===== config.mk =====
export PLATFORM = sky130hd
export DESIGN_NAME = ndhs_queue
export DESIGN_NICKNAME = d
export VERILOG_FILES = /design/src/ndhs_pkg.sv /design/src/ndhs_queue.sv
export SDC_FILE = /design/constraint.sdc
export NUM_CORES = 1
export LEC_CHECK = 0
export BUFFER_PORTS_ARGS = -buffer_cell sky130_fd_sc_hd__buf_2
export CORE_MARGIN = 2
export CORE_UTILIZATION = 35
export DETAILED_ROUTE_END_ITERATION = 8
export GPL_TIMING_DRIVEN = 0
export HOLD_SLACK_MARGIN = 0.1
export PLACE_DENSITY = 0.62
export SYNTH_ARGS = -nofsm -noshare
export SYNTH_HDL_FRONTEND = slang
export SYNTH_SLANG_ARGS = --single-unit

===== constraint.sdc =====
create_clock -name clk -period 2.5 [get_ports clk]
set_input_delay 0.125 -clock clk [delete_from_list [all_inputs] [get_ports clk]]
set_output_delay 0.125 -clock clk [all_outputs]
set_load 0.05 [all_outputs]

===== src/ndhs_pkg.sv =====
// Shared constants and types for the node dedup hash store.
`default_nettype none
package ndhs_pkg;
  localparam int TABLE_SIZE    = 4093;
  localparam int TBL_AW        = 12;
  localparam int NODE_EDGE_CAP = 256;
  localparam int CNT_W         = 9;
  localparam int IDX_W         = 8;
  localparam int EDGE_W        = 32;
  localparam int HASH_W        = 32;
  localparam int FIRST_STEP    = 9;
  localparam int STEP_GROWTH   = 8;
  localparam int START_RESET   = 256;

  localparam logic [1:0] ST_OK         = 2'd0;
  localparam logic [1:0] ST_TABLE_FULL = 2'd1;
  localparam logic [1:0] ST_STORE_FULL = 2'd2;

  typedef struct packed {
    logic [HASH_W-1:0] hash;
    logic [CNT_W-1:0]  count;
    logic              bank;
  } job_t;

  typedef struct packed {
    logic              we;
    logic              bank;
    logic [IDX_W-1:0]  idx;
    logic [EDGE_W-1:0] data;
  } buf_wr_t;
endpackage
`default_nettype wire


===== src/ndhs_queue.sv =====
// Two-entry queue of closed nodes between the front and back ends.
`default_nettype none
module ndhs_queue (
  input  wire logic           clk,
  input  wire logic           rst_n,
  input  wire logic           push,
  input  wire ndhs_pkg::job_t push_job,
  input  wire logic           pop,
  output logic                head_valid,
  output ndhs_pkg::job_t      head_job,
  output logic                full
);
  ndhs_pkg::job_t slot_r [2];
  logic           wp_r, rp_r;
  logic [1:0]     cnt_r;

  assign head_valid = (cnt_r != 2'd0);
  assign full       = (cnt_r == 2'd2);
  assign head_job   = slot_r[rp_r];

  always_ff @(posedge clk) begin
    if (push) slot_r[wp_r] <= push_job;
  end

  always_ff @(posedge clk) begin
    if (!rst_n) begin
      wp_r  <= 1'b0;
      rp_r  <= 1'b0;
      cnt_r <= 2'd0;
    end else begin
      if (push) wp_r <= ~wp_r;
      if (pop) rp_r <= ~rp_r;
      cnt_r <= cnt_r + {1'b0, push} - {1'b0, pop};
    end
  end
endmodule
`default_nettype wire


## Word-level counts from Yosys, hierarchy flattened

Memory sizes are Yosys's and may differ from the RTL's. A register that Yosys moved wholly into a read port is not among the register bits.
Index checks and enable logic that the tools add are counted.

| word-level totals | value |
|---|---|
| RAM bits | 84 |
| register bits after elaboration | 4 |
| output and inout bits | 44 |
| memories | 1 |
| input bits | 46 |

Memory list:

| memory | depth | bits a word | read ports | clocked after memory_dff | wr ports | line | text |
|---|---|---|---|---|---|---|---|
| slot_r | 2 | 42 | 1 | 1 | 1 | ndhs_queue.sv:13 | `ndhs_pkg::job_t slot_r [2];` |

| operators by class | value |
|---|---|
| bitwise operators | 2 |
| reductions and logical operators | 1 |
| multiplexer cells | 4 |
| add/sub/neg operators | 2 |
| equality and inequality tests | 1 |

Operator list:

| operator | number |
|---|---|
| two-way mux 1 bit | 4 |
| adder 2 x 1 -> 2 bit | 1 |
| equality test 2 bit, second input constant | 1 |
| NOT 1 bit | 2 |
| nonzero test 2 bit | 1 |
| subtractor 2 x 1 -> 2 bit | 1 |

## Longest topological paths before layout

Gate-level depths: netlist (run 1).

| logic depth | value |
|---|---|
| word-level depth | 3 |
| depth in mapped cells | 6 |
| mapped depth without buffers | 6 |

## Worst setup path before layout (run 1)

OpenSTA, ideal clock, no wires.

| timing | value |
|---|---|
| kind | register -> register |
| start | reg wp_r |
| end | mem slot_r[0][0] in the netlist's numbering (enable) |
| required time | 2052 ps |
| cell stages (with the launch flop) | 2 |
| clock period less this slack | 2660 ps |
| path slack | -160 ps |
| setup time | 448 ps |
| arrival time | 2213 ps |
| path through | dfxtp_1 > nor2b_1 |

RTL lines:

| item | line | text |
|---|---|---|
| start: declaration | ndhs_queue.sv:14 | `logic wp_r, rp_r;` |
| start signal: assignment | ndhs_queue.sv:31 | `if (push) wp_r <= ~wp_r;` |
| end: declaration | ndhs_queue.sv:13 |  |

No word-level cell before the write port.

==> impl_metrics.ini, run 1 <==
[run]
maxCapViolCount = 0

[critical_path]
rrSetupSlack_ns = 1.01
cp_max_fo = 10
worstPathCellList = buf_6, buf_12, mux2_4, buf_2
crit_end = head_job[5]
path_buf_inv = 3
critPathCaptureType = output port
timing.reg2reg.worst_path_depth = 2
regToRegEndpoint = slot_r[1][1]$_DFFE_PP_
critPathKind = register to output port
critical_path_required_ns = 2.38
critPathArrivalTime_ns = 1.50
crit_path_start_kind = register
critical_path.max_stage_delay_ns = 0.33
cp.depth = 4
critPathSlowestCell = sky130_fd_sc_hd__dfxtp_1
critical_path.top_delay_family = buffers and inverters
r2r-start = wp_r$_SDFFE_PN0P_

[grt]
grt_pass1_vias = 1757
number_of_antenna_violations_at_the_first_check_in_global_routing = 0
grt_usage_pct = 10.39
grt_max_degree = 26
gr-total-overflow = 0
grt_pass1_wl_um = 8190

[cts]
resized_after_cts = 0
cts.path.max_buffers = 2
numCtsBuffers = 9
cts.sinks = 89
clk_latency_ns = 0.34
post_cts_buffers = 0
cts_htree_levels = 3
worst_setup_hold_path_clk_slew_ns = 0.08
cts_root_buffer = sky130_fd_sc_hd__clkbuf_8
tritoncts = yes

[yosys]
cell_types_with_the_highest_counts_after_synthesis = sky130_fd_sc_hd__edfxtp_1 (84), sky130_fd_sc_hd__mux2_4 (40), sky130_fd_sc_hd__dfxtp_1 (5)
yosysSeqAreaShare_pct = 75.70
postSynthNetCount = 200
synth_ff_type = sky130_fd_sc_hd__edfxtp_1
netlist.area_leader.share_pct = 72.81
synth.cell_area_mm2 = 0.003465
yosys_register_bits = 89
synth_top_cell_by_area = sky130_fd_sc_hd__edfxtp_1
synthMostInstantiatedCell = sky130_fd_sc_hd__edfxtp_1
syn-mean-instance-area_um2 = 22.79
synth_edf_count = 84
synth_warnings = 0
synth.distinct_cells = 14
synthTopCellsByArea = sky130_fd_sc_hd__edfxtp_1 (73%), sky130_fd_sc_hd__mux2_4 (17%), sky130_fd_sc_hd__dfxtp_1 (2.9%), sky130_fd_sc_hd__buf_12 (2.3%), sky130_fd_sc_hd__and2_1 (0.72%)
netlist_instances = 152
async_s_r_ff_share_synth_pct = 0

[sta]
finClkSkew_ns = 0.008215
final.min_clock_period_ns = 1.623
timing_worst_slew_pin_value_ns = 0.6063
timing.setup.tns_ns = 0
worst_slew_margin_rel_pct = 59.50
timing.fmax_mhz = 616.2
layout_worst_path_cycle_share_pct = 64.91
drv_slew = 0
setup_viol_count_final = 0
final-hold-violation-count = 0
grt_setup_unrepaired = false

[outcome]
outcome = complete, no violations

[floorplanning]
core_mm2 = 0.009684
std_cell_rows = 36
fp.dieW_um = 103.5
dieArea_mm2 = 0.01071
starting_density_of_the_core_pct = 35.78
die_h_um = 103.5
design.portCount = 90

[cells_and_area]
multi_input_area_um2 = 752.0
num-nets-final = 345
register_area_mm2 = 0.002623
area.growth.synth_to_final_pct = 37.13
layout-drive-gt1-share_pct = 51.32
layout.filler_cells = 834
final-instance-count-excl-fill = 435
antenna-diode-count = 0

[power_and_ir_drop]
power_leakage_nw = 1.895
irDropWorstVdd_v = 0.0003367
p_per_area_mw_per_mm2 = 721.2

[routing]
route.detailed.drc = 0
finalWirelength_um = 5584
antenna_left = 0
vias = 1814
initialDrtViolationCount = 31
drt_pre_antenna_iters = 4
routed_wire_length_per_instance_um = 12.84
post_drt_via_cell_ratio = 4.170

[place]
globalplace.congestion = 0.6439
hpwl_um = 3588
post-place-cells = 376
placement.io_buffers = 89

[hold_path]
path_type_of_the_worst_min_delay_path = input pin to register
[placed cells by master (no fill, tap or decap), types with 3 or more instances in the layout]
master	instances
sky130_fd_sc_hd__buf_2	89
sky130_fd_sc_hd__nor2b_1	3
sky130_fd_sc_hd__and2_1	3
sky130_fd_sc_hd__edfxtp_1	84
sky130_fd_sc_hd__buf_12	6
sky130_fd_sc_hd__clkbuf_8	9
sky130_fd_sc_hd__dlygate4sd3_1	43
sky130_fd_sc_hd__dfxtp_1	5
sky130_fd_sc_hd__mux2_4	40
[worst min path at each step]
stage	start	to	slack, ns	cells after the start
2_1_floorplan	push_job[0]	slot_r[0][0]$_DFFE_PP_	0.22	0
3_3_place_gp	push_job[14]	slot_r[0][14]$_DFFE_PP_	0.31	1
3_5_place_dp	push_job[30]	slot_r[0][30]$_DFFE_PP_	0.32	1
4_1_cts	pop	rp_r$_SDFFE_PN0P_	0.12	3
5_1_grt	pop	rp_r$_SDFFE_PN0P_	0.13	3
6_report	pop	rp_r$_SDFFE_PN0P_	0.14	3
[layer usage]
metal / wire, um / GRT usage, % / vias up
met5: 0 / 0 / -
li1: - / - / 880
met1: 2437 / 12.12 / 875
met2: 2857 / 17.42 / 53
met4: 61 / 4.858 / 0
met3: 227 / 3.360 / 6
[registers in the layout (all words and copies together) (netlist names), named ones only]
signal  cells
rp_r        1
wp_r        1
cnt_r       2
slot_r     84
[final cells by class]
class / count / area share [%]
Buffer: 5 / 1.923
Clock buffer: 10 / 2.686
Clock inverter: 6 / 1.422
Inverter: 2 / 0.1580
Multi-Input combinational cell: 56 / 15.83
Sequential cell: 89 / 55.20
Tap cell: 133 / 3.503
Timing Repair Buffer: 134 / 19.28
[worst reg2reg max path, stage by stage, from the launching register on]
cell                      delay, ns
sky130_fd_sc_hd__dfxtp_1       0.39
sky130_fd_sc_hd__and2_2        0.53
sky130_fd_sc_hd__buf_12        0.25
[cells by family after synthesis]
family,synth area share (%)
AND/OR/NAND/NOR,1.625
multiplexers,17.98
AO/OA/AOI/OAI,0.2168
adder cells (fa/ha/maj),0.7222
buffers and inverters,2.853
XOR/XNOR,0.9029
flip-flops,75.70
[what timing repair did]
| item | CTS | global route |
|---|---|---|
| hold buffers | 43 | 0 |
| endpoints found under the setup margin | 0 | 0 |
| endpoints found under the hold margin | 89 | 0 |
[stage by stage]
stage	total power, mW	instance area, um^2	setup slack [ns]	hold slack, ns	util (%)
2_1_floorplan	2.316	3467	0.6491	0.2239	-
3_3_place_gp	2.455	4079	-0.05774	0.3127	42.12
3_5_place_dp	2.468	4125	0.9934	0.3166	42.60
4_1_cts	3.474	4751	0.8391	0.1225	49.06
5_1_grt	3.583	4751	0.8037	0.1315	49.06
6_report	3.426	4751	0.8772	0.1388	49.06
[power breakdown]
group / leakage (nW) / switching [mW] / internal [mW]
combinational: 0.971 / 0.439 / 0.294
sequential: 0.830 / 0.0247 / 1.72
clock: 0.0945 / 0.483 / 0.466
Power figures use the tool's default switching activity.
==> run 2, diff against run 1 <==
Settings changed: PLACE_DENSITY 0.62 to 0.6.
Clock period 2.5 ns to 1.55 ns, I/O delays scaled along.
==> run 2 against run 1 <==
Effect of this change: the run now ends with negative setup slack left; register-to-register slack worse by 0.92 ns; flip-flop and latch count stayed put; via count is 3.1% higher; clock power is 41% higher; largest power group unchanged.
==> impl_metrics.ini, run 2 (synthesized netlist as in run 1, its figures left out) <==
[sta]
fin_worst_hold_slack_ns = 0.1344
timing.setup.tns_ns = -0.2189
finClkSkew_ns = 0.005640
final.min_clock_period_ns = 1.569
timing_worst_slew_pin_value_ns = 0.7083
final-hold-violation-count = 0
drv_slew = 0
post_route_worst_setup_slack_ns = -0.01923
setup_viol_count_final = 20
grt_setup_unrepaired = true
timing.fmax_mhz = 637.3
layout_worst_path_cycle_share_pct = 101.2
worst_slew_margin_rel_pct = 52.68

[critical_path]
critPathKind = register to output port
cp_max_fo = 6
critical_path_required_ns = 1.47
critical_path.max_stage_delay_ns = 0.40
critPathCaptureType = output port
critPathSlowestCell = sky130_fd_sc_hd__dfxtp_4
worstPathCellList = buf_12, buf_16, mux2_4, buf_6
crit_path_start_kind = register
critPathArrivalTime_ns = 1.49

[cells_and_area]
multi_input_area_um2 = 767.0
layout.cells.most_common_list = sky130_fd_sc_hd__edfxtp_1 (84), sky130_fd_sc_hd__buf_2 (47), sky130_fd_sc_hd__dlygate4sd3_1 (45)
layout_top_registers = slot_r: 84 flops, cnt_r: 2 flops
largest_register_ff_count = 84
mostFrequentLayoutCell = sky130_fd_sc_hd__edfxtp_1
antenna-diode-count = 0
register_area_mm2 = 0.002626
layout-drive-gt1-share_pct = 51.14
top_register = slot_r
area.growth.synth_to_final_pct = 46.19
num-nets-final = 350
final-instance-count-excl-fill = 440
post-route-util_pct = 52.30
layout.filler_cells = 783

[place]
globalplace.congestion = 0.6479
hpwl_um = 3509
post-place-cells = 374
placement.io_buffers = 89

[cts]
numCtsBuffers = 9
clk_latency_ns = 0.35
worst_setup_hold_path_clk_slew_ns = 0.08
cts.sinks = 89
cts.path.max_buffers = 2
cts_htree_levels = 3
cts_root_buffer = sky130_fd_sc_hd__clkbuf_8
tritoncts = yes

[grt]
grt_usage_pct = 12.66
grt_pass1_wl_um = 9597
number_of_antenna_violations_at_the_first_check_in_global_routing = 0
grt_pass1_vias = 1923
gr-total-overflow = 0
grt_max_degree = 43

[routing]
post_drt_via_cell_ratio = 4.252
antenna_left = 0
drt_pre_antenna_iters = 4
vias = 1871
routed_wire_length_per_instance_um = 14.96
initialDrtViolationCount = 46
finalWirelength_um = 6583
route.detailed.drc = 0

[power_and_ir_drop]
internal_power_mw = 4.007
p_total_mw = 5.570
irDropWorstVdd_v = 0.0005912
p_per_area_mw_per_mm2 = 1100
netSwitchingFraction_pct = 28.06
power.combinational.fraction_pct = 25.3
power_leakage_nw = 2.011
power.share.sequential_pct = 50.6
power_frac_clock_pct = 24.0
netSwitchingPower_mw = 1.563

[floorplanning]
fp.dieW_um = 103.5
core_mm2 = 0.009684
die_h_um = 103.5
dieArea_mm2 = 0.01071
std_cell_rows = 36
starting_density_of_the_core_pct = 35.78
design.portCount = 90

[outcome]
violated_checks = negative setup slack
outcome = complete, but fails checks

[run]
maxCapViolCount = 0

[hold_path]
path_type_of_the_worst_min_delay_path = input pin to register
[run 2: changes by cell type in the layout (fill, tap and decap cells not counted), sizes merged]
cell and delta:
buf +2, bufinv -1, clkbuf +3, clkinv -1, dlygate4sd3 +2, inv -1
nor2b +1
[run 2: power by group through the flow]
stage	Sequential [mW]	Combinational, mW	Clock [mW]
final	2.82	1.41	1.34
after global routing	2.83	1.48	1.48
after CTS	2.82	1.49	1.39
after detailed placement	2.87	1.11	0
after global placement	2.86	1.10	0
after floorplan	2.86	0.878	0
[run 2: final timing paths]
| kind | cells past startpoint | slack [ns] | endpoint | start |
|---|---|---|---|---|
| max | 4 | -0.02 | head_job[30] | register |
| min | 3 | 0.13 | wp_r$_SDFFE_PN0P_ | push |
| max reg2reg | 1 | 0.09 | slot_r[1][27]$_DFFE_PP_ | wp_r$_SDFFE_PN0P_ |
| min reg2reg | 2 | 0.59 | rp_r$_SDFFE_PN0P_ | rp_r$_SDFFE_PN0P_ |
[run 2: cell type report]
cell class	instances	share of cell area [%]
buffer	2	0.7905
clock buffer	13	2.742
clock inverter	3	0.3458
timing repair buffer	141	25.69
inverter	2	0.1482
tap	133	3.286
sequential	89	51.85
multi-input combinational	57	15.14
[run 2: per-layer routing]
layer | up-vias | track usage (%) | wire [um]
met4 | 0 | 6.275 | 68
met3 | 7 | 3.831 | 321
met1 | 921 | 14.67 | 2758
met2 | 56 | 21.34 | 3435
met5 | - | 0 | 0
li1 | 887 | - | -
[run 2: worst max-delay path, delay by kind of cell (launching register included)]
family   cells  cell delay (ns)
buf+inv      3             0.43
flops        1             0.40
mux          1             0.30
[run 2: timing repair]
item	in CTS	in global routing
resized for setup	102	3
hold endpoints to repair	89	0
buffers inserted	5	2
pin swaps	0	1
endpoints found under the setup margin	125	105
hold buffers	45	0
cloned	5	0
[run 2: stage by stage]
step | setup slack [ns] | cell area, um^2
global placement | -0.2349 | 4085
finish | -0.01923 | 5065
floorplan | 0.1637 | 3473
global route | -0.07491 | 5065
CTS | -0.2550 | 5174
detailed placement | -0.2537 | 4085
==> run 3, diff against run 2 <==
Settings changed: CORE_MARGIN 2 to unset.
==> run 3 against run 2 <==
Effect of this change: the run now ends clean; via count fell by 0.69%; sequential share of layout area fell by 1.0 points; flip-flop and latch count is the same; routed wire length is 4.0% lower; critical path type unchanged; critical endpoint is now head_job[35].
==> impl_metrics.ini, run 3 (synthesized netlist as in run 1, its figures left out) <==
[power_and_ir_drop]
irDropWorstVdd_v = 0.0004714
netSwitchingPower_mw = 1.625
power.share.sequential_pct = 47.0
power_leakage_nw = 2.061
p_per_area_mw_per_mm2 = 1161
netSwitchingFraction_pct = 27.11
power.combinational.fraction_pct = 23.9
power_frac_clock_pct = 29.1
internal_power_mw = 4.370

[cells_and_area]
post-route-util_pct = 54.86
layout_top_registers = slot_r: 84 flops, cnt_r: 2 flops
layout.cells.most_common_list = sky130_fd_sc_hd__edfxtp_1 (84), sky130_fd_sc_hd__buf_2 (47), sky130_fd_sc_hd__dlygate4sd3_1 (44)
top_register = slot_r
area.growth.synth_to_final_pct = 49.08
design_area_mm2 = 0.005165
num-nets-final = 350
largest_register_ff_count = 84
layout-drive-gt1-share_pct = 52.77
mostFrequentLayoutCell = sky130_fd_sc_hd__edfxtp_1
antenna-diode-count = 0

[critical_path]
path_buf_inv = 3
critPathSlowestCell = sky130_fd_sc_hd__dfxtp_4
critical_path_required_ns = 1.47
critical_path.top_delay_family = buffers and inverters
worstPathCellList = buf_12, buf_12, mux2_4, buf_6
critPathKind = register to output port
critPathArrivalTime_ns = 1.46
cp_max_fo = 10
crit_path_start_kind = register
cpMostUsedCell = sky130_fd_sc_hd__buf_12
critical_path.max_stage_delay_ns = 0.38
critPathCaptureType = output port
rrSetupSlack_ns = 0.10

[sta]
worst_slew_margin_rel_pct = 51.34
post_route_worst_setup_slack_ns = 0.007750
final-hold-violation-count = 0
timing_worst_slew_pin_value_ns = 0.7284
timing.fmax_mhz = 648.4
drv_slew = 0
timing.setup.tns_ns = 0
grt_setup_unrepaired = true
layout_worst_path_cycle_share_pct = 99.50
finClkSkew_ns = 0.009511
final.min_clock_period_ns = 1.542
setup_viol_count_final = 0

[grt]
grt_pass1_wl_um = 9487
grt_max_degree = 43
gr-total-overflow = 0
number_of_antenna_violations_at_the_first_check_in_global_routing = 0
grt_usage_pct = 12.83
grt_pass1_vias = 1927

[routing]
vias = 1858
finalWirelength_um = 6319
initialDrtViolationCount = 23
routed_wire_length_per_instance_um = 14.49
route.detailed.drc = 0
antenna_left = 0
post_drt_via_cell_ratio = 4.261
drt_pre_antenna_iters = 4

[place]
place_worst_setup_slack_ns = -0.2255
placement.io_buffers = 89
placed_area_mm2 = 0.004080
globalplace.congestion = 0.6620
hpwl_um = 3664

[floorplanning]
starting_density_of_the_core_pct = 36.80
std_cell_rows = 35
fp.dieW_um = 101.5
dieArea_mm2 = 0.01030
core_mm2 = 0.009415
die_h_um = 101.5
design.portCount = 90

[cts]
cts_htree_levels = 3
worst_setup_hold_path_clk_slew_ns = 0.08
cts_root_buffer = sky130_fd_sc_hd__clkbuf_8
clk_latency_ns = 0.34
cts.sinks = 89
tritoncts = yes
numCtsBuffers = 9
cts.path.max_buffers = 2

[run]
maxCapViolCount = 0

[hold_path]
path_type_of_the_worst_min_delay_path = input pin to register

[outcome]
outcome = complete, no violations
==> run 3: cell types whose count changed in the layout (fill, tap and decap cells not counted), sizes merged <==
cell / previous run / this run
buf: 98 / 99
bufinv: 0 / 2
clkbuf: 13 / 9
clkinv: 2 / 1
dlygate4sd3: 45 / 44
inv: 2 / 5
==> run 3: metal layers <==
layer | vias to the layer above | part of all wire, % | routed length (um) | track usage (%)
met3 | 7 | 3.5 | 222 | 3.175
met4 | 0 | 1.6 | 99 | 5.686
li1 | 887 | - | - | -
met5 | - | 0 | 0 | 0
met2 | 52 | 54 | 3428 | 23.23
met1 | 912 | 41 | 2569 | 14.26
==> run 3: worst paths after layout <==
| path | cells past startpoint | start | to |
|---|---|---|---|
| max | 4 | register | head_job[35] |
| min | 3 | push | wp_r$_SDFFE_PN0P_ |
| max reg2reg | 1 | wp_r$_SDFFE_PN0P_ | slot_r[1][16]$_DFFE_PP_ |
| min reg2reg | 2 | rp_r$_SDFFE_PN0P_ | register |
==> run 3: per-stage QoR <==
| stage | power (mW) | std cells | hold WS, ns |
|---|---|---|---|
| floorplan | 3.736 | 152 | 0.1764 |
| global placement | 3.957 | 370 | 0.2664 |
| detailed placement | 3.972 | 370 | 0.2700 |
| CTS | 6.095 | 439 | 0.1197 |
| global route | 6.255 | 436 | 0.1347 |
| finish | 5.995 | 436 | 0.1443 |
==> run 3: final cells by class <==
cell class                      instances  area, um^2
Timing Repair Buffer                  141        1333
Sequential cell                        89        2626
Buffer                                  2       40.04
Clock inverter                          7       98.84
Tap cell                              129       161.4
Fill cell                             766        4250
Inverter                                2       7.507
Multi-Input combinational cell         57       774.5
Clock buffer                            9       123.9
==> run 3: power groups by stage <==
stage	clock network [mW]	registers, mW	logic, mW
after detailed placement	0	2.87	1.10
final	1.74	2.82	1.43
after global placement	0	2.86	1.09
after floorplan	0	2.86	0.878
after global routing	1.92	2.83	1.50
after CTS	1.81	2.82	1.47
==> run 3: repair_timing <==
item / CTS / global route
hold buffers: 44 / 0
endpoints found under the hold margin: 89 / 0
setup buffers: 6 / 0
gates resized for setup: 99 / 6
setup endpoints to repair: 125 / 42
cloned: 4 / 0
