File: config.mk
export PLATFORM = sky130hd
export DESIGN_NAME = ndhs_front
export DESIGN_NICKNAME = d
export VERILOG_FILES = /design/src/ndhs_pkg.sv /design/src/ndhs_front.sv
export SDC_FILE = /design/constraint.sdc
export NUM_CORES = 1
export LEC_CHECK = 0
export BUFFER_PORTS_ARGS = -buffer_cell sky130_fd_sc_hd__buf_2
export CORE_MARGIN = 4
export CORE_UTILIZATION = 49
export CTS_BUF_LIST = sky130_fd_sc_hd__clkbuf_4 sky130_fd_sc_hd__clkbuf_8 sky130_fd_sc_hd__clkbuf_16
export DETAILED_ROUTE_END_ITERATION = 10
export PLACE_DENSITY_LB_ADDON = 0.12
export SETUP_SLACK_MARGIN = 0.4
export SLEW_MARGIN = 30
export SYNTH_ARGS = -nofsm -noshare
export SYNTH_HDL_FRONTEND = slang
export SYNTH_SLANG_ARGS = --single-unit
File: constraint.sdc
create_clock -name clk -period 2.8 [get_ports clk]
set_input_delay 0.14 -clock clk [delete_from_list [all_inputs] [get_ports clk]]
set_output_delay 0.14 -clock clk [all_outputs]
set_load 0.01 [all_outputs]
File: src/ndhs_pkg.sv
// Shared constants and types for the node dedup hash store.
`default_nettype none
package ndhs_pkg;
  localparam int TABLE_SIZE    = 4093;
  localparam int TBL_AW        = 12;
  localparam int NODE_EDGE_CAP = 256;
  localparam int CNT_W         = 9;
  localparam int IDX_W         = 8;
  localparam int EDGE_W        = 32;
  localparam int HASH_W        = 32;
  localparam int FIRST_STEP    = 9;
  localparam int STEP_GROWTH   = 8;
  localparam int START_RESET   = 256;

  localparam logic [1:0] ST_OK         = 2'd0;
  localparam logic [1:0] ST_TABLE_FULL = 2'd1;
  localparam logic [1:0] ST_STORE_FULL = 2'd2;

  typedef struct packed {
    logic [HASH_W-1:0] hash;
    logic [CNT_W-1:0]  count;
    logic              bank;
  } job_t;

  typedef struct packed {
    logic              we;
    logic              bank;
    logic [IDX_W-1:0]  idx;
    logic [EDGE_W-1:0] data;
  } buf_wr_t;
endpackage
`default_nettype wire

File: src/ndhs_front.sv
// Front end: accepts edge requests, folds the hash and fills the edge buffer.
`default_nettype none
module ndhs_front (
  input  wire logic                       clk,
  input  wire logic                       rst_n,
  input  wire logic                       accept,
  input  wire logic [ndhs_pkg::EDGE_W-1:0] edge_word,
  input  wire logic                       last_edge,
  output ndhs_pkg::buf_wr_t               buf_wr,
  output logic                            push,
  output ndhs_pkg::job_t                  job
);
  logic [ndhs_pkg::HASH_W-1:0] hash_r, hash_nxt;
  logic [ndhs_pkg::CNT_W-1:0]  count_r, count_nxt;
  logic                        bank_r;
  logic                        keep;
  logic [ndhs_pkg::HASH_W-1:0] folded;

  assign keep   = accept && (count_r < ndhs_pkg::CNT_W'(ndhs_pkg::NODE_EDGE_CAP));
  assign folded = {hash_r[ndhs_pkg::HASH_W-2:0], hash_r[ndhs_pkg::HASH_W-1]} ^ edge_word;

  always_comb begin
    hash_nxt  = keep ? folded : hash_r;
    count_nxt = keep ? count_r + 1'b1 : count_r;
  end

  assign buf_wr.we   = keep;
  assign buf_wr.bank = bank_r;
  assign buf_wr.idx  = count_r[ndhs_pkg::IDX_W-1:0];
  assign buf_wr.data = edge_word;

  assign push       = accept && last_edge;
  assign job.hash   = hash_nxt;
  assign job.count  = count_nxt;
  assign job.bank   = bank_r;

  always_ff @(posedge clk) begin
    if (!rst_n) begin
      hash_r  <= '0;
      count_r <= '0;
      bank_r  <= 1'b0;
    end else if (push) begin
      hash_r  <= '0;
      count_r <= '0;
      bank_r  <= ~bank_r;
    end else begin
      hash_r  <= hash_nxt;
      count_r <= count_nxt;
    end
  end
endmodule
`default_nettype wire

### Word-level counts from Yosys, hierarchy flattened

Cells that the tools add are included.

* bits in registers: 42
* bits of input ports: 36
* logic and storage cells: 13

* $add $sub $neg: 1
* $lt $le $gt $ge: 1
* muxes and demuxes: 2
* bitwise logic cells: 3
* reductions and logical operators: 3

Operators by type and width (number)
* two-way mux 32 bit: 1
* bitwise XOR 32 bit: 1
* adder 9 x 1 -> 9 bit, second input constant: 1
* less-than comparator 9 bit, second input constant: 1
* two-way mux 9 bit: 1
* logical AND 1 bit: 2
* inverter 1 bit: 2
* OR reduction 2 bit: 1

### Depth between registers and ports, before layout

Gate-level depths: netlist of the first run.

* word-level depth: 3
* depth in mapped cells: 5

### Least setup slack after synthesis of the first run

No wires, ideal clock.

* kind: register -> output
* start point: register count_r[0] (netlist bit)
* end point: output job[5] (netlist bit)
* data arrival time: 1150 ps
* data required time: 2660 ps
* slack: 1510 ps
* stages on the path, launching flop included: 5
* path through: dfxtp_1 > ha_1 > nand3b_1 > or3_1 > nand2_1

RTL lines
* start: declaration: line ndhs_front.sv:14 `logic [ndhs_pkg::CNT_W-1:0] count_r, count_nxt;`
* start signal: assignment: line ndhs_front.sv:48 `count_r <= count_nxt;`
* end: declaration: line ndhs_front.sv:11 `output ndhs_pkg::job_t job`

==> results.txt, run 1 <==
----------------------------------------------------
[Outcome]
  Result of the run ... finished, final reports clean

[Yosys]
  Adder-cell share of the synthesized area ... 0.534%
  Xor and xnor area share after synthesis ... 13.5%
  Synth Area in Simple Gates ... 11.1%
  Unique cell type count in the Yosys netlist ... 27
  Syn. warnings ... 0
  Number of cells produced by synthesis ... 273
  Combinational family with the most area after synthesis ... compound AO/OA/AOI/OAI gates
  Post-synthesis net count ... 310
  Cell area after technology mapping ... 2340 um^2
  Portion of netlist area occupied by mux cells ... 0.908%
  Complex-gate fraction of the synthesized area ... 19.7%
  Count of state elements after synthesis ... 42
  Post-Syn Area per Cell ... 8.58 um^2
  Sequential-to-total area share from yosys stat ... 35.9%

[Timing]
  Slew of the pin with the lowest slew margin ... 0.479 ns
  Max-slew headroom at the worst pin ... 68.1%
  Unrepaired setup endpoints after global routing ... no
  Max Clock Freq ... 552 MHz
  Post-Route Skew ... 0.00649 ns
  Period utilisation layout ... 64.6%
  Setup TNS Final ... 0 ns
  Number of endpoints failing setup at the final stage ... 0
  Min Clock Period, post-route ... 1.81 ns
  Hold Vio Cnt, Final ... 0
  Fin. max-slew vios ... 0
  Worst slack on hold paths ... 0.0837 ns

[GRT]
  Total Routing Usage GR ... 16.2%
  Global routing met3 resource utilization ... 5.74%
  GR Util met2 ... 26.6%
  Met1 Track Usage GR ... 19.9%
  First-pass GRT wire length ... 7960 um
  Largest net degree at the start of global routing ... 100
  Gr busiest metal ... met2
  Number of antenna violations at the first check in global routing ... 0
  Vias in the first global route ... 1819
  Final global-route overflow total ... 0

[Routing]
  Total DRC errors in the routed layout ... 0
  Final ANT Viol Nets ... 0
  Detail-routed via count per cell ... 4.97
  DR vias ... 1968
  DR pass1 iterations ... 4
  Aggregate routed wire length ... 4710 um
  Initial DRC Count ... 51
  Avg WL per Cell ... 11.9 um

[CTS]
  Maximum count of clock buffers along a single path ... 2
  CTS hold repair buffers ... 0
  Post-CTS Repair Setup Buffers ... 0
  Total CTS buffers ... 5
  H-Tree Depth ... 2
  Clock latency of the later-clocked register in the worst-skew pair ... 0.29 ns
  CTS sink count ... 42
  CTS tree ... done
  Cell at the root of the clock tree ... sky130_fd_sc_hd__clkbuf_8
  Clk slew on worst S/H paths ... 0.08 ns
  Gates resized, CTS repair ... 0

[Worst setup path]
  Required time reported for the critical path endpoint ... 2.66 ns
  Crit path largest cell delay ... 0.39 ns
  Worst-path fanout max ... 99
  Critical-path top delay cell ... sky130_fd_sc_hd__mux2_2
  Worst setup SP type ... flop
  Cell Chain, Critical Path ... nor2b_4, buf_12, mux2_2, buf_2
  Type of destination of the critical path ... primary output
  Worst setup path category ... reg -> out
  Arrival time reported for the critical path endpoint ... 1.67 ns

[Finish]
  Final net count ... 381
  Area used by sequential logic in the layout ... 841 um^2
  Share of post-route cells with drive strength above 1 ... 39.2%
  Antenna diode instance count ... 0
  Layout fillers ... 414
  Area used by multi-input combinational logic ... 1080 um^2
  Relative area change from synthesis to final layout ... 15.5%

[Floorplan]
  I/O pin count ... 121
  Area inside the core boundary ... 4500 um^2
  Area of the die ... 5950 um^2
  Width of the chip ... 77.1 um
  Initial core utilization ... 52.0%
  Row Count ... 24
  Y dimension of the die ... 77.1 um

[Hold path]
  Class of the tightest hold or removal check ... in -> reg

[Flow run]
  Max-Cap Viols ... 0

[Pwr]
  Worst voltage drop across the vdd grid ... 245 uV
  Pwr/cell area ... 510 nW/um^2
  Combinational share of power ... 24.5%
  Sequential group share of total power ... 47.7%
  Int Power ... 977 uW
  Leakage power ... 0.00124 uW
  Share of total power in the clock network ... 27.8%
  Switching component of the power ... 403 uW
  Switching part of the total power ... 29.2%

[Place]
  Detailed placement HPWL ... 3490 um
  Final weighted congestion in routability-driven placement ... 0.764
  Number of I/O port buffers ... 120

----------------------------------------------------
## per-stage QoR
stage                     std cells  total power, uW  utilization (%)  instance area [um^2]  worst slack [ns]
final                           396             1380             60.1                  2710             0.990
after global routing            396             1470             60.1                  2710             0.874
after CTS                       396             1400             60.1                  2710             0.977
after detailed placement        389             1010             58.2                  2620              1.31
after global placement          389             1010             58.2                  2620              1.32
after floorplan                 273              921                -                  2340              1.51
## layout make-up
class	count	share of cell area [%]
Inverter	3	0.416
Timing Repair Buffer	122	23.2
Multi-Input combinational cell	170	39.8
Clock buffer	7	3.10
Sequential cell	42	31.1
Tap cell	52	2.41
## cells in the mapped netlist, drive strengths merged
cell | number | area [um^2]
ha | 1 | 12.5
a21oi | 36 | 180
nand3b | 1 | 7.51
nor2 | 32 | 120
nand4 | 1 | 6.26
nor3 | 2 | 10.0
xnor2 | 34 | 298
buf | 55 | 410
or3 | 4 | 25.0
a211oi | 32 | 240
mux2i | 1 | 10.0
or2 | 2 | 12.5
nand4b | 1 | 8.76
mux2 | 1 | 11.3
o21ai | 4 | 20.0
nand3 | 3 | 15.0
a21bo | 1 | 10.0
and2 | 1 | 6.26
o21ba | 1 | 10.0
clkbuf | 3 | 11.3
nand2 | 6 | 22.5
xor2 | 2 | 17.5
dfxtp | 42 | 841
inv | 3 | 11.3
nor2b | 4 | 25.0
## critical path, delay by kind of cell, from the launching register on
family                 cells  cell delay [ns]
and+or+nand+nor            1             0.14
DFF                        1             0.36
buffers and inverters      2             0.47
muxes                      1             0.39
## state kept, by name, indices dropped and copies added, names as in the netlist
register and flops:
count_r 9, bank_r 1, hash_r 32
## cell families (layout without fill, tap and decap cells)
group,count (synthesis),after routing
buffers and inverters,61,132
adder cells (fa/ha/maj),1,1
AND/OR/NAND/NOR,57,57
AO/OA/AOI/OAI,74,74
multiplexers,2,2
flip-flops,42,42
XOR/XNOR,36,36
## path summary, 6_finish.rpt
path	start	end	slack (ns)	depth (start not counted)
worst max-delay path	count_r[8]	job[2]	0.99	4
worst min-delay path	rst_n	bank_r	0.08	2
worst max register to register	count_r[8]	count_r[1]	1.32	4
worst min register to register	count_r[7]	count_r[7]	0.55	2
## placed cells by master (no fill, tap or decap)
cell type,count
sky130_fd_sc_hd__a211oi_1,32
sky130_fd_sc_hd__a21bo_2,1
sky130_fd_sc_hd__a21oi_1,36
sky130_fd_sc_hd__and2_1,1
sky130_fd_sc_hd__buf_12,1
sky130_fd_sc_hd__buf_2,120
sky130_fd_sc_hd__buf_4,1
sky130_fd_sc_hd__clkbuf_4,2
sky130_fd_sc_hd__clkbuf_8,5
sky130_fd_sc_hd__dfxtp_1,42
sky130_fd_sc_hd__ha_1,1
sky130_fd_sc_hd__inv_1,3
sky130_fd_sc_hd__mux2_2,1
sky130_fd_sc_hd__mux2i_1,1
sky130_fd_sc_hd__nand2_1,6
sky130_fd_sc_hd__nand3_1,3
sky130_fd_sc_hd__nand3b_1,1
sky130_fd_sc_hd__nand4_1,1
sky130_fd_sc_hd__nand4b_1,1
sky130_fd_sc_hd__nor2_1,32
sky130_fd_sc_hd__nor2b_1,3
sky130_fd_sc_hd__nor2b_4,1
sky130_fd_sc_hd__nor3_1,2
sky130_fd_sc_hd__o21ai_0,4
sky130_fd_sc_hd__o21ba_2,1
sky130_fd_sc_hd__or2_2,2
sky130_fd_sc_hd__or3_1,4
sky130_fd_sc_hd__xnor2_1,34
sky130_fd_sc_hd__xor2_1,2
## power groups by stage
stage                     clock (uW)  combinational, uW  sequential [uW]
final                            383                339              658
after global placement             0                341              672
after CTS                        403                344              658
after floorplan                    0                253              668
after detailed placement           0                341              672
after global routing             427                378              663
## routing by layer
layer	routed length, um	part of all wire (%)
met1	2140	45
met2	2110	45
met3	392	8.3
met4	60	1.3
met5	0	0
(Power assumes the default switching activity.)
==> inputs of run 2 (changes only) <==
--- a/config.mk
+++ b/config.mk
@@ -7,7 +7,7 @@
 export LEC_CHECK = 0
 export BUFFER_PORTS_ARGS = -buffer_cell sky130_fd_sc_hd__buf_2
 export CORE_MARGIN = 4
-export CORE_UTILIZATION = 49
+export CORE_UTILIZATION = 45
 export CTS_BUF_LIST = sky130_fd_sc_hd__clkbuf_4 sky130_fd_sc_hd__clkbuf_8 sky130_fd_sc_hd__clkbuf_16
 export DETAILED_ROUTE_END_ITERATION = 10
 export PLACE_DENSITY_LB_ADDON = 0.12
==> constraint.sdc (replaced) <==
create_clock -name clk -period 1.7 [get_ports clk]
set_input_delay 0.085 -clock clk [delete_from_list [all_inputs] [get_ports clk]]
set_output_delay 0.085 -clock clk [all_outputs]
set_load 0.01 [all_outputs]
==> run 2 against run 1 <==
Net effect:
- worst setup slack worse by 0.91 ns
- highest routed layer unchanged
- largest power group unchanged
- final area grew 20%
- sequential power increased by 66%
- combinational power rose by 110%
==> results.txt, run 2 (synthesis results as in run 1) <==
----------------------------------------------------
[Floorplan]
  Area of the die ... 6420 um^2
  Initial core utilization ... 48.0%
  Row Count ... 25
  Width of the chip ... 80.1 um
  Area inside the core boundary ... 4880 um^2
  I/O pin count ... 121
  Y dimension of the die ... 80.1 um

[Timing]
  Min Clock Period, post-route ... 1.62 ns
  Max-slew headroom at the worst pin ... 79.5%
  Slew of the pin with the lowest slew margin ... 0.306 ns
  Number of endpoints failing setup at the final stage ... 0
  Period utilisation layout ... 95.0%
  Unrepaired setup endpoints after global routing ... yes
  Hold Vio Cnt, Final ... 0
  Max Clock Freq ... 619 MHz
  Fin. max-slew vios ... 0
  Setup slack of the critical path after layout ... 0.0846 ns
  Post-Route Skew ... 0.00607 ns

[CTS]
  Total CTS buffers ... 5
  CTS hold repair buffers ... 0
  Clock latency of the later-clocked register in the worst-skew pair ... 0.29 ns
  CTS tree ... done
  H-Tree Depth ... 2
  CTS sink count ... 42
  Maximum count of clock buffers along a single path ... 2
  Clk slew on worst S/H paths ... 0.08 ns
  Cell at the root of the clock tree ... sky130_fd_sc_hd__clkbuf_8

[Hold path]
  Hold path startpoint ... rst_n
  Class of the tightest hold or removal check ... in -> reg
  Worst hold path cell count ... 2
  Terminating pin of the worst hold path ... bank_r

[Finish]
  Layout fillers ... 429
  Antenna diode instance count ... 0
  Commonest non-fill, non-tap cells in the layout ... 118 x sky130_fd_sc_hd__buf_2, 36 x sky130_fd_sc_hd__dfxtp_1, 33 x sky130_fd_sc_hd__xnor2_1
  Core utilization of the finished layout ... 66.7%
  Share of post-route cells with drive strength above 1 ... 52.9%
  Relative area change from synthesis to final layout ... 38.9%
  Area used by multi-input combinational logic ... 1210 um^2
  Final net count ... 411
  Area used by sequential logic in the layout ... 858 um^2
  Top reg by flops ... hash_r
  Commonest non-fill, non-tap cell in the layout ... sky130_fd_sc_hd__buf_2
  Flip-flop count of the largest register, all copies and words added ... 32
  Largest registers ... hash_r x32, count_r x9, bank_r x1

[Routing]
  DR vias ... 2163
  Aggregate routed wire length ... 6020 um
  Final ANT Viol Nets ... 0
  DR pass1 iterations ... 4
  Detail-routed via count per cell ... 4.90
  Total DRC errors in the routed layout ... 0
  Initial DRC Count ... 50
  Avg WL per Cell ... 13.6 um

[Pwr]
  Worst voltage drop across the vdd grid ... 377 uV
  Leakage power ... 0.00147 uW
  Pwr/cell area ... 744 nW/um^2

[GRT]
  Largest net degree at the start of global routing ... 46
  Final global-route overflow total ... 0
  Gr busiest metal ... met2
  First-pass GRT wire length ... 8750 um
  Total Routing Usage GR ... 17.1%
  Vias in the first global route ... 1976
  GR Util met2 ... 28.7%
  Global routing met3 resource utilization ... 4.82%
  Number of antenna violations at the first check in global routing ... 0
  Met1 Track Usage GR ... 20.7%

[Worst setup path]
  Internal reg-to-reg setup slack ... 0.35 ns
  R2r startpoint ... count_r[8]
  Cell Chain, Critical Path ... nor2b_4, buf_12, buf_6, buf_12, nor2_2, a21oi_2, buf_2
  Crit path largest cell delay ... 0.37 ns
  Worst-path fanout max ... 7
  Count of cells along the worst register-to-register path ... 7
  Worst setup path category ... reg -> out
  Critical-path top delay cell ... sky130_fd_sc_hd__dfxtp_4
  Terminus of the critical flop-to-flop path ... count_r[0]
  CP Launch Point ... count_r[8]
  Arrival time reported for the critical path endpoint ... 1.53 ns
  Most numerous cell on the critical path ... sky130_fd_sc_hd__buf_12
  Type of destination of the critical path ... primary output
  Worst setup SP type ... flop
  Required time reported for the critical path endpoint ... 1.62 ns

[Outcome]
  Result of the run ... finished, final reports clean

[Place]
  Detailed placement HPWL ... 3720 um
  Worst slack at placement ... 0.315 ns
  Number of I/O port buffers ... 120
  Final weighted congestion in routability-driven placement ... 0.734

[Flow run]
  Max-Cap Viols ... 0

----------------------------------------------------
==> run 2: worst max-delay path, delay by kind of cell (launching register included) <==
family	cells	cell delay [ns]
AO/OA/AOI/OAI	1	0.11
buffers and inverters	4	0.51
AND/OR/NAND/NOR	2	0.24
flip-flops	1	0.37
==> run 2: stage by stage <==
step / cells / cell area, um^2 / power (uW) / hold slack [ns] / TNS (ns)
2_1_floorplan: 273 / 2340 / 1520 / 0.207 / 0
3_3_place_gp: 406 / 2670 / 1670 / 0.319 / 0
6_report: 441 / 3250 / 2420 / 0.0257 / 0
3_5_place_dp: 406 / 2670 / 1680 / 0.327 / 0
5_1_grt: 441 / 3250 / 2560 / 0.0218 / -0.0150
4_1_cts: 426 / 2960 / 2350 / 0.0218 / 0
==> run 2: layer usage <==
layer	part of all wire (%)	vias to the layer above
li1	-	1099
met1	42	980
met2	48	78
met3	7.9	6
met4	1.1	0
met5	0	-
==> run 2: cell type report <==
cell class	instances	share of cell area, %
Clock inverter	2	0.308
Sequential cell	42	26.4
Tap cell	67	2.58
Clock buffer	5	2.11
Timing Repair Buffer	152	31.2
Inverter	3	0.346
Multi-Input combinational cell	170	37.1
==> run 2: worst max-delay path by stage <==
stage | end | slack, ns | depth (start not counted)
2_1_floorplan | job[5] | 0.47 | 4
3_3_place_gp | job[5] | 0.33 | 5
3_5_place_dp | job[8] | 0.32 | 4
4_1_cts | job[8] | 0.10 | 4
5_1_grt | job[8] | -0.01 | 4
6_report | job[20] | 0.08 | 7
==> run 2: power by group <==
part	internal (uW)	leakage [uW]	total [uW]	switching, uW
Sequential	1040	0.000349	1090	48.2
Clock	276	0.0000438	624	348
Combinational	348	0.00108	711	363
==> run 2: what timing repair did <==
item                                    in CTS  in global routing
endpoints found under the setup margin      44                 54
cloned                                       3                  3
setup buffers                               10                 12
pin swaps                                    4                  4
resized for setup                           16                 41
hold endpoints to repair                     0                  0
==> inputs of run 3 (changes only) <==
--- a/config.mk
+++ b/config.mk
@@ -5,9 +5,10 @@
 export SDC_FILE = /design/constraint.sdc
 export NUM_CORES = 1
 export LEC_CHECK = 0
+export ABC_AREA = 1
 export BUFFER_PORTS_ARGS = -buffer_cell sky130_fd_sc_hd__buf_2
 export CORE_MARGIN = 4
-export CORE_UTILIZATION = 45
+export CORE_UTILIZATION = 46
 export CTS_BUF_LIST = sky130_fd_sc_hd__clkbuf_4 sky130_fd_sc_hd__clkbuf_8 sky130_fd_sc_hd__clkbuf_16
 export DETAILED_ROUTE_END_ITERATION = 10
 export PLACE_DENSITY_LB_ADDON = 0.12
==> run 3 against run 2 <==
Net effect:
- global-route usage is 0.14 points lower
- worst hold slack better by 0.021 ns
- wire length is 5.2% lower
- power is 8.3% lower
- synthesized cell count is 21% higher
- clock skew is 0.0032 ns lower
- core utilization is 4.6 points lower
- sequential power hardly changed
- final area is 7.4% lower
- sequential share of layout area is 2.0 points higher
- die area is 1.5% lower
- critical path type unchanged
- largest cell class unchanged
==> results.txt, run 3 <==
----------------------------------------------------
[Floorplan]
  I/O pin count ... 121
  Area of the die ... 6330 um^2
  Area inside the core boundary ... 4850 um^2
  Width of the chip ... 79.5 um
  Row Count ... 25
  Initial core utilization ... 48.6%
  Y dimension of the die ... 79.5 um

[CTS]
  Clk slew on worst S/H paths ... 0.07 ns
  Total CTS buffers ... 5
  Maximum count of clock buffers along a single path ... 2
  Clock latency of the later-clocked register in the worst-skew pair ... 0.28 ns
  H-Tree Depth ... 2
  Cell at the root of the clock tree ... sky130_fd_sc_hd__clkbuf_8
  CTS sink count ... 42
  CTS tree ... done

[Timing]
  Number of endpoints failing setup at the final stage ... 0
  Max Clock Freq ... 698 MHz
  Period utilisation layout ... 84.3%
  Setup TNS Final ... 0 ns
  Post-Route Skew ... 0.00289 ns
  Slew of the pin with the lowest slew margin ... 0.222 ns
  Min Clock Period, post-route ... 1.43 ns
  Hold Vio Cnt, Final ... 0
  Unrepaired setup endpoints after global routing ... yes
  Max-slew headroom at the worst pin ... 85.0%
  Fin. max-slew vios ... 0

[Finish]
  Flip-flop count of the largest register, all copies and words added ... 32
  Share of post-route cells with drive strength above 1 ... 39.4%
  Commonest non-fill, non-tap cells in the layout ... 120 x sky130_fd_sc_hd__buf_2, 119 x sky130_fd_sc_hd__nand2_1, 36 x sky130_fd_sc_hd__a21oi_1, 36 x sky130_fd_sc_hd__dfxtp_1, 32 x sky130_fd_sc_hd__xor2_1
  Commonest non-fill, non-tap cell in the layout ... sky130_fd_sc_hd__buf_2
  Largest registers ... hash_r x32, count_r x9, bank_r x1
  Core utilization of the finished layout ... 62.1%
  Final net count ... 453
  Top reg by flops ... hash_r
  Antenna diode instance count ... 0
  Relative area change from synthesis to final layout ... 27.9%

[Worst setup path]
  Worst-path fanout max ... 4
  Arrival time reported for the critical path endpoint ... 1.35 ns
  Terminus of the critical flop-to-flop path ... count_r[6]
  Worst setup SP type ... flop
  Internal reg-to-reg setup slack ... 0.56 ns
  Type of destination of the critical path ... primary output
  Count of cells along the worst register-to-register path ... 8
  Worst setup path category ... reg -> out
  R2r startpoint ... count_r[0]
  Required time reported for the critical path endpoint ... 1.62 ns

[Yosys]
  Post-synthesis net count ... 367
  Number of enable-type register cells in the synthesized netlist ... 0
  Post-Syn Area per Cell ... 7.14 um^2
  Most used DFF post-synth ... sky130_fd_sc_hd__dfxtp_1
  Count of state elements after synthesis ... 42
  Sequential-to-total area share from yosys stat ... 35.7%
  Library cell with the largest summed area after synthesis ... sky130_fd_sc_hd__dfxtp_1
  Number of cells produced by synthesis ... 330
  Syn. warnings ... 0
  Share of flip-flops with an asynchronous set or reset after synthesis ... 0%
  Leading cell type by number of instances after synthesis ... sky130_fd_sc_hd__nand2_1
  Cell area after technology mapping ... 2350 um^2
  Unique cell type count in the Yosys netlist ... 18
  Leading cell types by total area after synthesis ... sky130_fd_sc_hd__dfxtp_1 36%, sky130_fd_sc_hd__nand2_1 19%, sky130_fd_sc_hd__buf_4 14%
  Top cells by count, synth ... 122 x sky130_fd_sc_hd__nand2_1, 43 x sky130_fd_sc_hd__buf_4, 42 x sky130_fd_sc_hd__dfxtp_1
  Top-area cell type share of the netlist area ... 35.7%

[Routing]
  DR pass1 iterations ... 4
  Detail-routed via count per cell ... 4.54
  Aggregate routed wire length ... 5710 um
  Final ANT Viol Nets ... 0
  DR vias ... 2191
  Total DRC errors in the routed layout ... 0
  Avg WL per Cell ... 11.8 um
  Initial DRC Count ... 56

[Hold path]
  Terminating pin of the worst hold path ... bank_r
  Hold path startpoint ... rst_n
  Class of the tightest hold or removal check ... in -> reg
  Worst hold path cell count ... 3

[GRT]
  Final global-route overflow total ... 0
  Total Routing Usage GR ... 16.9%
  First-pass GRT wire length ... 8780 um
  Number of antenna violations at the first check in global routing ... 0
  GR Util met2 ... 29.8%
  Global routing met3 resource utilization ... 3.61%
  Gr busiest metal ... met2
  Met1 Track Usage GR ... 20.5%
  Largest net degree at the start of global routing ... 42
  Vias in the first global route ... 2025

[Place]
  Detailed placement HPWL ... 3820 um
  Number of I/O port buffers ... 120
  Final weighted congestion in routability-driven placement ... 0.764

[Outcome]
  Result of the run ... finished, final reports clean

[Pwr]
  Worst voltage drop across the vdd grid ... 420 uV
  Leakage power ... 0.00168 uW
  Pwr/cell area ... 737 nW/um^2

[Flow run]
  Max-Cap Viols ... 0

----------------------------------------------------
run 3: metrics by stage:
stage / cells / area (um^2) / hold WS (ns) / total power (uW) / setup WS, ns
6_report: 483 / 3010 / 0.0472 / 2220 / 0.267
5_1_grt: 483 / 3010 / 0.0597 / 2360 / 0.157
4_1_cts: 479 / 2890 / 0.0373 / 2230 / 0.249
3_5_place_dp: 467 / 2680 / 0.358 / 1580 / 0.226
3_3_place_gp: 467 / 2680 / 0.339 / 1580 / 0.263
2_1_floorplan: 330 / 2350 / 0.223 / 1430 / 0.480
run 3: cell type report:
| type | count | area [um^2] |
|---|---|---|
| Clock buffer | 7 | 83.8 |
| Fill cell | 440 | 1840 |
| Inverter | 17 | 78.8 |
| Multi-Input combinational cell | 218 | 1160 |
| Sequential cell | 42 | 856 |
| Tap cell | 67 | 83.8 |
| Timing Repair Buffer | 131 | 737 |
| Timing Repair inverter | 1 | 16.3 |
run 3: logic make-up (layout without fill, tap and decap cells):
| logic type | after synthesis | after routing | share of synthesized area [%] |
|---|---|---|---|
| AOI/OAI and AO/OA | 39 | 39 | 8.29 |
| xor gates and xnor gates | 33 | 33 | 12.3 |
| adders and majority gates | 1 | 1 | 0.531 |
| buffers and inverters | 70 | 156 | 19.4 |
| DFF | 42 | 42 | 35.7 |
| and+or+nand+nor | 145 | 145 | 23.8 |
run 3: worst max-delay path, cell delays in order (launching register included):
cell and delay, ns:
sky130_fd_sc_hd__dfxtp_4 0.37, sky130_fd_sc_hd__buf_4 0.15, sky130_fd_sc_hd__nand3_4 0.10, sky130_fd_sc_hd__nor2_4 0.13, sky130_fd_sc_hd__xnor2_2 0.12, sky130_fd_sc_hd__inv_1 0.06
sky130_fd_sc_hd__buf_2 0.13
run 3: where the power goes:
group	switching, uW	internal, uW	leakage [uW]	total [uW]
Clock	310	315	0.0000452	625
Sequential	32.8	1030	0.000347	1060
Combinational	305	230	0.00129	534
Total	647	1570	0.00168	2220
run 3: worst max path at each step:
stage	start	to	slack [ns]	depth (start not counted)
final	count_r[0]	job[4]	0.27	6
after global routing	count_r[0]	job[7]	0.16	8
after CTS	count_r[1]	job[7]	0.25	8
after detailed placement	count_r[8]	job[1]	0.23	6
after global placement	count_r[8]	job[1]	0.26	6
after floorplan	count_r[0]	count_r[8]	0.48	7
run 3: layer usage:
metal  up-vias  part of all wire [%]
met3         7                   7.5
met1       959                    43
met2        71                    48
met5         -                     0
li1       1154                     -
met4         0                   1.0
run 3: repair_timing:
action	in CTS	in global routing
gates resized for setup	25	19
hold endpoints to repair	0	0
pin swaps	6	10
endpoints found under the setup margin	77	43
cloned	0	3
hold buffers	0	0
buffers inserted	5	1
